File: src/sv/scs_pkg.sv
// ----------------------------------------------------------------------------
// scs_pkg: stitch cycle sequencer shared types and constants
// Request and result payloads, configuration and state records, phase codes,
// and the fixed numbers used by the threshold tests.
// ----------------------------------------------------------------------------
package scs_pkg;

	// position replies use the low POSITION_BITS bits, two's complement
	localparam int POSITION_BITS = 32;
	localparam int POS_SHIFT     = 32 - POSITION_BITS;

	// config register indexes
	localparam logic [1:0] CFG_LINE_RANGE     = 2'd0;
	localparam logic [1:0] CFG_ROTATION_RANGE = 2'd1;
	localparam logic [1:0] CFG_SPEED_SCALE    = 2'd2;

	localparam logic [19:0] LINE_RANGE_RST     = 20'd750;
	localparam logic [19:0] ROTATION_RANGE_RST = 20'd92000;
	localparam logic [6:0]  SPEED_SCALE_RST    = 7'd5;

	// velocity = floor(speed * 16 / 10) = (speed * 6554) >> 12, exact for the 7-bit speed (< 128)
	localparam logic [19:0] VEL_RECIP = 20'd6554;
	localparam int          VEL_SHIFT = 12;

	// threshold scale factors, all in percent
	localparam logic signed [39:0] PCT_SCALE    = 40'sd100;
	localparam logic signed [39:0] JAW_CLOSED   = 40'sd6;
	localparam logic signed [39:0] JAW_OPEN     = 40'sd94;
	localparam logic signed [39:0] NEEDLE_FAR   = 40'sd96;
	localparam logic signed [39:0] NEEDLE_NEAR  = 40'sd4;

	localparam logic signed [31:0] TEMP_MAX = 32'sd32767;
	localparam logic signed [31:0] TEMP_MIN = -32'sd32768;

	typedef enum logic [1:0] {
		CMD_TICK   = 2'd0,
		CMD_AUTO   = 2'd1,
		CMD_SINGLE = 2'd2,
		CMD_STOP   = 2'd3
	} cmd_t;

	typedef enum logic [2:0] {
		QRY_NONE  = 3'd0,
		QRY_POS0  = 3'd1,
		QRY_POS1  = 3'd2,
		QRY_TEMP0 = 3'd3,
		QRY_TEMP1 = 3'd4
	} query_t;

	typedef enum logic [1:0] {
		MOT_NONE   = 2'd0,
		MOT_JAWVEL = 2'd1,
		MOT_NDLPOS = 2'd2
	} motion_t;

	typedef enum logic [1:0] {
		DRV_NONE    = 2'd0,
		DRV_ENABLE  = 2'd1,
		DRV_DISABLE = 2'd2
	} drive_t;

	typedef enum logic [3:0] {
		PH_FIND_JAW   = 4'd0,
		PH_CLOSE_CMD  = 4'd1,
		PH_CLOSE_WAIT = 4'd2,
		PH_NDL_CMD    = 4'd3,
		PH_NDL_WAIT   = 4'd4,
		PH_OPEN_CMD   = 4'd5,
		PH_OPEN_WAIT  = 4'd6,
		PH_TEMP_JAW   = 4'd7,
		PH_TEMP_NDL   = 4'd8,
		PH_DONE       = 4'd9
	} phase_t;

	typedef struct packed {
		logic [1:0]         command;
		logic               pedal;
		logic               reply_valid;
		logic signed [31:0] reply_value;
	} scs_in_t;

	typedef struct packed {
		logic [2:0]         query_kind;
		logic [1:0]         motion_kind;
		logic signed [31:0] motion_value;
		logic [1:0]         drive_command;
		logic [3:0]         phase;
		logic               stitch_done;
		logic               active;
		logic signed [15:0] jaw_temperature;
		logic signed [15:0] needle_temperature;
	} scs_out_t;

	typedef struct packed {
		logic [19:0] line_range;
		logic [19:0] rotation_range;
		logic [6:0]  speed_scale;
	} scs_cfg_t;

	typedef struct packed {
		phase_t             phase;
		logic               needle_fwd;
		logic               armed;
		logic               stop_pending;
		logic               running;
		logic               single_mode;
		logic signed [15:0] jaw_temp;
		logic signed [15:0] needle_temp;
	} scs_state_t;

endpackage

File: src/sv/scs_step.sv
// ----------------------------------------------------------------------------
// scs_step: one sequencer step
// Combinational next state and result for one request, given the current
// state and configuration.
// ----------------------------------------------------------------------------
module scs_step import scs_pkg::*; (
	input  scs_cfg_t   cfg,
	input  scs_state_t cur,
	input  scs_in_t    req,
	output scs_state_t nxt,
	output scs_out_t   res
);

	logic signed [31:0] pos;
	logic signed [39:0] pos_x;
	logic signed [39:0] line_x;
	logic signed [39:0] rot_x;
	logic signed [39:0] pos_pct;
	logic [19:0]        vel_prod;
	logic signed [31:0] vel;
	logic signed [31:0] temp_sat;
	logic               jaw_closed;
	logic               jaw_open;
	logic               needle_there;

	// phase engine results
	phase_t             eff_phase;
	phase_t             rp_phase;
	query_t             rp_query;
	motion_t            rp_motion;
	logic signed [31:0] rp_mval;
	logic               rp_flip;
	logic               rp_jaw_we;
	logic               rp_ndl_we;

	logic   run_en;
	logic   done;
	cmd_t   cmd;

	assign cmd = cmd_t'(req.command);

	// sign extend the low position bits
	assign pos     = $signed(req.reply_value <<< POS_SHIFT) >>> POS_SHIFT;
	assign pos_x   = 40'(pos);
	assign line_x  = $signed({20'd0, cfg.line_range});
	assign rot_x   = $signed({20'd0, cfg.rotation_range});
	assign pos_pct = pos_x * PCT_SCALE;

	assign jaw_closed   = pos_pct < line_x * JAW_CLOSED;
	assign jaw_open     = pos_pct > line_x * JAW_OPEN;
	assign needle_there = cur.needle_fwd ? (pos_pct < -(rot_x * NEEDLE_FAR))
	                                     : (pos_pct > -(rot_x * NEEDLE_NEAR));

	assign vel_prod = {13'd0, cfg.speed_scale} * VEL_RECIP;
	assign vel      = $signed({24'd0, vel_prod[VEL_SHIFT +: 8]});

	always_comb begin
		if (req.reply_value > TEMP_MAX) begin
			temp_sat = TEMP_MAX;
		end else if (req.reply_value < TEMP_MIN) begin
			temp_sat = TEMP_MIN;
		end else begin
			temp_sat = req.reply_value;
		end
	end

	// phase engine; finding the jaw falls straight through into the close command once a reply is valid
	always_comb begin
		rp_query  = QRY_NONE;
		rp_motion = MOT_NONE;
		rp_mval   = '0;
		rp_flip   = 1'b0;
		rp_jaw_we = 1'b0;
		rp_ndl_we = 1'b0;
		eff_phase = cur.phase;
		if (cur.phase == PH_FIND_JAW) begin
			rp_query = QRY_POS0;
			if (req.reply_valid) begin
				eff_phase = PH_CLOSE_CMD;
			end
		end
		rp_phase = eff_phase;
		case (eff_phase)
			PH_CLOSE_CMD: begin
				rp_motion = MOT_JAWVEL;
				rp_mval   = -vel;
				rp_phase  = PH_CLOSE_WAIT;
			end
			PH_CLOSE_WAIT: begin
				rp_query = QRY_POS0;
				if (req.reply_valid && jaw_closed) begin
					rp_phase = PH_NDL_CMD;
				end
			end
			PH_NDL_CMD: begin
				rp_motion = MOT_NDLPOS;
				rp_mval   = cur.needle_fwd ? -$signed({12'd0, cfg.rotation_range}) : '0;
				rp_phase  = PH_NDL_WAIT;
			end
			PH_NDL_WAIT: begin
				rp_query = QRY_POS1;
				if (req.reply_valid && needle_there) begin
					rp_phase = PH_OPEN_CMD;
				end
			end
			PH_OPEN_CMD: begin
				rp_motion = MOT_JAWVEL;
				rp_mval   = vel;
				rp_phase  = PH_OPEN_WAIT;
			end
			PH_OPEN_WAIT: begin
				rp_query = QRY_POS0;
				if (req.reply_valid && jaw_open) begin
					rp_phase = PH_TEMP_JAW;
					rp_flip  = 1'b1;
				end
			end
			PH_TEMP_JAW: begin
				rp_query = QRY_TEMP0;
				if (req.reply_valid) begin
					rp_jaw_we = 1'b1;
					rp_phase  = PH_TEMP_NDL;
				end
			end
			PH_TEMP_NDL: begin
				rp_query = QRY_TEMP1;
				if (req.reply_valid) begin
					rp_ndl_we = 1'b1;
					rp_phase  = PH_DONE;
				end
			end
			default: begin
			end
		endcase
	end

	assign run_en = (cmd == CMD_TICK) && cur.running &&
	                (cur.single_mode || (req.pedal && cur.armed));
	assign done   = run_en && (cur.single_mode ? (rp_phase == PH_DONE)
	                                           : (rp_phase == PH_TEMP_JAW));

	// next state
	always_comb begin
		nxt = cur;
		case (cmd)
			CMD_AUTO: begin
				nxt.armed       = 1'b1;
				nxt.running     = 1'b1;
				nxt.single_mode = 1'b0;
			end
			CMD_SINGLE: begin
				nxt.running     = 1'b1;
				nxt.single_mode = 1'b1;
			end
			CMD_STOP: begin
				nxt.stop_pending = 1'b1;
			end
			default: begin
				if (run_en) begin
					nxt.phase = rp_phase;
					if (rp_flip) begin
						nxt.needle_fwd = ~cur.needle_fwd;
					end
					if (rp_jaw_we) begin
						nxt.jaw_temp = 16'(temp_sat);
					end
					if (rp_ndl_we) begin
						nxt.needle_temp = 16'(temp_sat);
					end
					if (done) begin
						nxt.phase = PH_FIND_JAW;
						if (cur.single_mode) begin
							nxt.running = 1'b0;
						end else begin
							nxt.armed = 1'b0;
							if (cur.stop_pending) begin
								nxt.running = 1'b0;
							end
						end
					end
				end else if (cur.running && !cur.single_mode && !req.pedal) begin
					nxt.armed = 1'b1;
				end
			end
		endcase
	end

	// result fields
	always_comb begin
		res.query_kind         = run_en ? rp_query : QRY_NONE;
		res.motion_kind        = run_en ? rp_motion : MOT_NONE;
		res.motion_value       = run_en ? rp_mval : '0;
		res.phase              = nxt.phase;
		res.stitch_done        = done;
		res.active             = nxt.running;
		res.jaw_temperature    = nxt.jaw_temp;
		res.needle_temperature = nxt.needle_temp;
		if (cmd == CMD_AUTO || cmd == CMD_SINGLE) begin
			res.drive_command = DRV_ENABLE;
		end else if (done && cur.single_mode) begin
			res.drive_command = DRV_DISABLE;
		end else begin
			res.drive_command = DRV_NONE;
		end
	end

endmodule

File: src/sv/stitch_cycle_sequencer_unit.sv
// ----------------------------------------------------------------------------
// stitch_cycle_sequencer_unit: two-motor stitch sequencer
// Steps the jaw/needle stitch sequence at most once per request and returns the query,
// motion and drive commands for that step together with status.
// ----------------------------------------------------------------------------
// Usage
//   in_valid/in_stall/in_data carry one request per tick or command: the
//   command code, the pedal level and the reply to the query that this step
//   names. out_valid/out_stall/out_data return exactly one result per request.
//   cfg_we/cfg_index/cfg_data write line_range, rotation_range and
//   speed_scale; write them only while no request is in flight.
// Pipeline and throughput
//   a request is first held in the request register and then loaded into
//   the result register, where it can be taken; one request per cycle is
//   sustained while out_stall is low. The request register and the result
//   register are the only two stages, and the sequencer state is updated at
//   the edge that loads the result register.
// Reset
//   arst_n low clears both stages, idles the sequencer at the first phase
//   with the needle heading forward, zeroes the stored temperatures and
//   loads the default configuration (750, 92000, 5).
// Stall
//   while out_stall holds, the result stays put and one more request can
//   still be taken into the request register; after that in_stall rises.
// ----------------------------------------------------------------------------
module stitch_cycle_sequencer_unit import scs_pkg::*; (
	input  logic        clk,
	input  logic        arst_n,
	input  logic        in_valid,
	output logic        in_stall,
	input  scs_in_t     in_data,
	output logic        out_valid,
	input  logic        out_stall,
	output scs_out_t    out_data,
	input  logic        cfg_we,
	input  logic [1:0]  cfg_index,
	input  logic [19:0] cfg_data
);

	scs_cfg_t   cfg_q;
	scs_state_t st_q;
	scs_state_t st_nxt;

	// request stage
	logic    valid_s1;
	scs_in_t req_s1;

	// result stage
	logic     valid_s2;
	scs_out_t res_s2;
	scs_out_t res_nxt;

	logic advance;
	logic in_take;

	// the request stage moves on whenever the result register is free or emptying
	assign advance  = valid_s1 && (!valid_s2 || !out_stall);
	assign in_stall = valid_s1 && valid_s2 && out_stall;
	assign in_take  = in_valid && !in_stall;

	// configuration registers
	always_ff @(posedge clk or negedge arst_n) begin
		if (!arst_n) begin
			cfg_q.line_range     <= LINE_RANGE_RST;
			cfg_q.rotation_range <= ROTATION_RANGE_RST;
			cfg_q.speed_scale    <= SPEED_SCALE_RST;
		end else if (cfg_we) begin
			case (cfg_index)
				CFG_LINE_RANGE:     cfg_q.line_range     <= cfg_data;
				CFG_ROTATION_RANGE: cfg_q.rotation_range <= cfg_data;
				CFG_SPEED_SCALE:    cfg_q.speed_scale    <= cfg_data[6:0];
				default: begin
				end
			endcase
		end
	end

	// request register
	always_ff @(posedge clk or negedge arst_n) begin
		if (!arst_n) begin
			valid_s1 <= 1'b0;
		end else if (in_take) begin
			valid_s1 <= 1'b1;
		end else if (advance) begin
			valid_s1 <= 1'b0;
		end
	end

	always_ff @(posedge clk) begin
		if (in_take) begin
			req_s1 <= in_data;
		end
	end

	// one full step per request
	scs_step u_step (
		.cfg (cfg_q),
		.cur (st_q),
		.req (req_s1),
		.nxt (st_nxt),
		.res (res_nxt)
	);

	// sequencer state commits together with the result
	always_ff @(posedge clk or negedge arst_n) begin
		if (!arst_n) begin
			st_q.phase        <= PH_FIND_JAW;
			st_q.needle_fwd   <= 1'b1;
			st_q.armed        <= 1'b0;
			st_q.stop_pending <= 1'b0;
			st_q.running      <= 1'b0;
			st_q.single_mode  <= 1'b0;
			st_q.jaw_temp     <= '0;
			st_q.needle_temp  <= '0;
		end else if (advance) begin
			st_q <= st_nxt;
		end
	end

	// result register
	always_ff @(posedge clk or negedge arst_n) begin
		if (!arst_n) begin
			valid_s2 <= 1'b0;
		end else if (advance) begin
			valid_s2 <= 1'b1;
		end else if (!out_stall) begin
			valid_s2 <= 1'b0;
		end
	end

	always_ff @(posedge clk) begin
		if (advance) begin
			res_s2 <= res_nxt;
		end
	end

	assign out_valid = valid_s2;
	assign out_data  = res_s2;

endmodule
File: config.mk
export PLATFORM = sky130hd
export DESIGN_NAME = stitch_cycle_sequencer_unit
export DESIGN_NICKNAME = d
export VERILOG_FILES = /design/src/sv/scs_pkg.sv /design/src/sv/scs_step.sv /design/src/sv/stitch_cycle_sequencer_unit.sv
export SDC_FILE = /design/constraint.sdc
export NUM_CORES = 1
export LEC_CHECK = 0
export ABC_CLOCK_PERIOD_IN_PS = 8600
export CORE_UTILIZATION = 51
export CTS_CLUSTER_DIAMETER = 120
export DETAILED_ROUTE_END_ITERATION = 7
export DONT_BUFFER_PORTS = 1
export GPL_TIMING_DRIVEN = 0
export HOLD_SLACK_MARGIN = 0.1
export PLACE_DENSITY = 0.66
export SLEW_MARGIN = 20
export SYNTH_ARGS = -nofsm -noshare
export SYNTH_HDL_FRONTEND = slang
export SYNTH_SLANG_ARGS = --single-unit
File: constraint.sdc
create_clock -name clk -period 8.6 [get_ports clk]
set_input_delay 1.72 -clock clk [delete_from_list [all_inputs] [get_ports clk]]
set_output_delay 1.72 -clock clk [all_outputs]
set_load 0.05 [all_outputs]
==> results.md <==
* Adder-cell share of the synthesized area at 0.3154
* Critical Path RT at 8910 ps
* Mux contribution to synthesized area at 0.04232
* Most used cells in the layout excluding fill and tap cells: ha_1 (389), inv_1 (337), nor2_1 (156)
* Clock latency on the worst-skew pair at 560 ps
* Final setup viols at 0
* CTS Hold Bufs at 0
* Setup slack, reg-to-reg at 360 ps
* Worst R2R Start: req_s1[2]
* CP arrival at 8550 ps
* Largest family of logic cells by synthesized area: adder cells
* Syn-to-layout area delta at 7.369%
* Worst slew margin at 0.2394
* CTS tree: built
* Met1 Wirelength at between 20000 and 25000 um
* FMAX at 121.3 MHz
* CTS buffer count at 24
* Leak pwr at 11.23 nW
* Ys Warns at 0
* Post-Synth Simple-Gate Area at 0.1146
* Worst r2r dst: out_data[35]
* First-pass GRT wire length at 86570 um
* RSZ-0062 raised after global routing: false
* Final Wtd Congestion at 0.8958
* Syn Inst Count at approximately 2300
* All-Layer GR Usage at 0.2497
* Total Power at 9.654 mW
* Syn Area/Cell at about 9.5 um2
* Syn_nets at 2800
* Compound-cell area share of the yosys netlist at 0.1455
* Critical path's most frequent cell: ha_1
* Hold depth at 1
* Peak supply drop at ~380 uV
* CP delay by family, top: compound AO/OA/AOI/OAI gates
* Xor/xnor share of the synthesized area at 0.05223
* Hold endpoint: st_q[34]
* WL final at roughly 53000 um
* Tcrit/Tclk final at 0.9583
* H-tree depth at 1
* Number of global-route vias before repair at 16670
* Commonest non-fill, non-tap cell in the layout: ha_1
* Post-cts sizing count at 0
* Post-synth top flop: edfxtp_1
* Worst hold path startpoint: st_q[34]
* Routed wl met3 at 2294 um
* Final Skew at 21.88 ps
* Post-CTS setup buffers at 0
* Row count at 74
* Final ANT Viol Nets at 0
* Worst setup path category: reg2reg
* Vias per cell at 5.745
* Worst slew pin tran at about 1100 ps
* Routed vias at between 15000 and 20000
* GRT overflow at 0
* CTS sink cnt at 203
* Cell Area, Placed at 0.02219 mm2
* Pin count of the biggest net entering global routing at 91
* Remaining DRCs at 0
* DIE AREA at around 0.043 mm2
* Top Ports at 142
* Die Span X at between 200 and 250 um
* Post-Syn Area at 0.02146 mm2
* Crit Path Max Fanout at 6
* Met2 Wirelength at 25120 um
* Pre-CTS setup slack at 200.6 ps
* Fin area at 0.02304 mm2
* Post-route setup TNS at 0 ps
* Root Buffer: clkbuf_16
* Cell area power density at 418.9 mW/mm2
* Initial DRC Count at approximately 1100
* Async set or reset register ratio after synthesis at 0.4433
* Max clock buf depth at 3
* Initial antenna violation count at 5
* Fin. Hold Viols at 0
* Netlist cell types at 80
* Slack of the critical path at 358.6 ps
* Worst setup SP type: flop
* FF-to-FF path depth at 28
* Outcome: completed
* Max Used Layer: met5
* Initial Util at 0.5209
* Fin crit period at 8241 ps
* IO Port Bufs at 0
* Crit path buffers/inverters at 4
* Hold WS at 463.1 ps
* Max cap viols at 0
* Fraction of layout cells with a size suffix above 1 at 0.07609
* Avg WL per Cell at 18.58 um
* Post-synth EDFFs at 113
* Core Footprint at 0.04120 mm2
* Post-DP HPWL at approximately 43000 um
* CP Capture Type: flop
* Die H at 207.1 um
* Register clock-pin slew on the reported worst setup and hold paths at 60 ps
* Slowest CP cell: xor2_1
* Initial DRT Pass Iterations at 5
* Post-synthesis sequential area ratio at 0.2641
* Yosys reg bits at 203
* Worst hold-check path type: reg2reg
* Nets at between 2000 and 3000
* Slowest stage delay, CP at 710 ps
* Slew Limit Fails at 0
worst max path at each step:
stage | start | depth (start not counted) | end
final | req_s1[2] | 28 | out_data[35]
after global routing | req_s1[2] | 28 | out_data[35]
after detailed placement | cfg_q[29] | 31 | out_data[35]
after CTS | cfg_q[29] | 31 | out_data[35]
after global placement | cfg_q[29] | 31 | out_data[35]
after floorplan | cfg_q[29] | 31 | out_data[35]
worst register-to-register path, delay by kind of cell (launching register included):
| kind | cells | cell delay, ps |
|---|---|---|
| AOI/OAI and AO/OA | 9 | 2430 |
| xor gates and xnor gates | 1 | 710 |
| adders and majority gates | 6 | 2130 |
| buffers and inverters | 4 | 300 |
| DFF | 1 | 590 |
| muxes | 1 | 290 |
| and+or+nand+nor | 7 | 1530 |
cells in the mapped netlist, types with 40 or more instances:
library cell | instances | share of area
nor2_1 | 156 | 0.027
xor2_1 | 40 | 0.016
dfrtp_1 | 72 | 0.084
nand3_1 | 43 | 0.010
xnor2_1 | 88 | 0.036
ha_1 | 389 | 0.23
mux2_2 | 78 | 0.041
edfxtp_1 | 113 | 0.16
a21oi_1 | 152 | 0.035
a21o_1 | 60 | 0.021
fa_1 | 95 | 0.089
nand2_1 | 103 | 0.018
o21ai_0 | 91 | 0.021
inv_1 | 337 | 0.059
routing by layer:
layer | up-vias | GRT usage
li1 | 7979 | -
met1 | 7846 | 0.3196
met2 | 349 | 0.4210
met3 | 116 | 0.03684
met4 | 4 | 0.1060
met5 | - | 0
cells by family after synthesis:
logic type	after synthesis
simple gates	502
flops	203
fa+ha+maj	484
xor+xnor	128
mux	81
compound gates	478
buf+inv	377
cell type report:
class	instances	area, um2
buffer	38	143.9
sequential	203	5668
antenna	4	10.01
multi-input combinational	1673	14420
inverter	339	1272
fill	3587	18160
clock buffer	38	757.0
clock inverter	6	51.30
timing repair buffer	3	60.06
tap	532	665.6
report_power, final:
group          internal [mW]  switching (mW)  leakage, nW  total (mW)
Sequential              1.17           0.281         2.22        1.46
Combinational           2.97            4.19         8.61        7.16
Clock                  0.608           0.431        0.399        1.04
through the flow:
| step | instances | util |
|---|---|---|
| CTS | 2832 | 0.5582 |
| floorplan | 2253 | - |
| global route | 2836 | 0.5593 |
| global placement | 2785 | 0.5371 |
| detailed placement | 2788 | 0.5386 |
| finish | 2836 | 0.5593 |
flip-flops by register name (all words and copies together) (netlist names):
register   count
cfg_q         47
st_q          41
out_valid      1
req_s1        36
valid_s1       1
out_data      77
No activity file was read; power rests on OpenSTA's default activity.
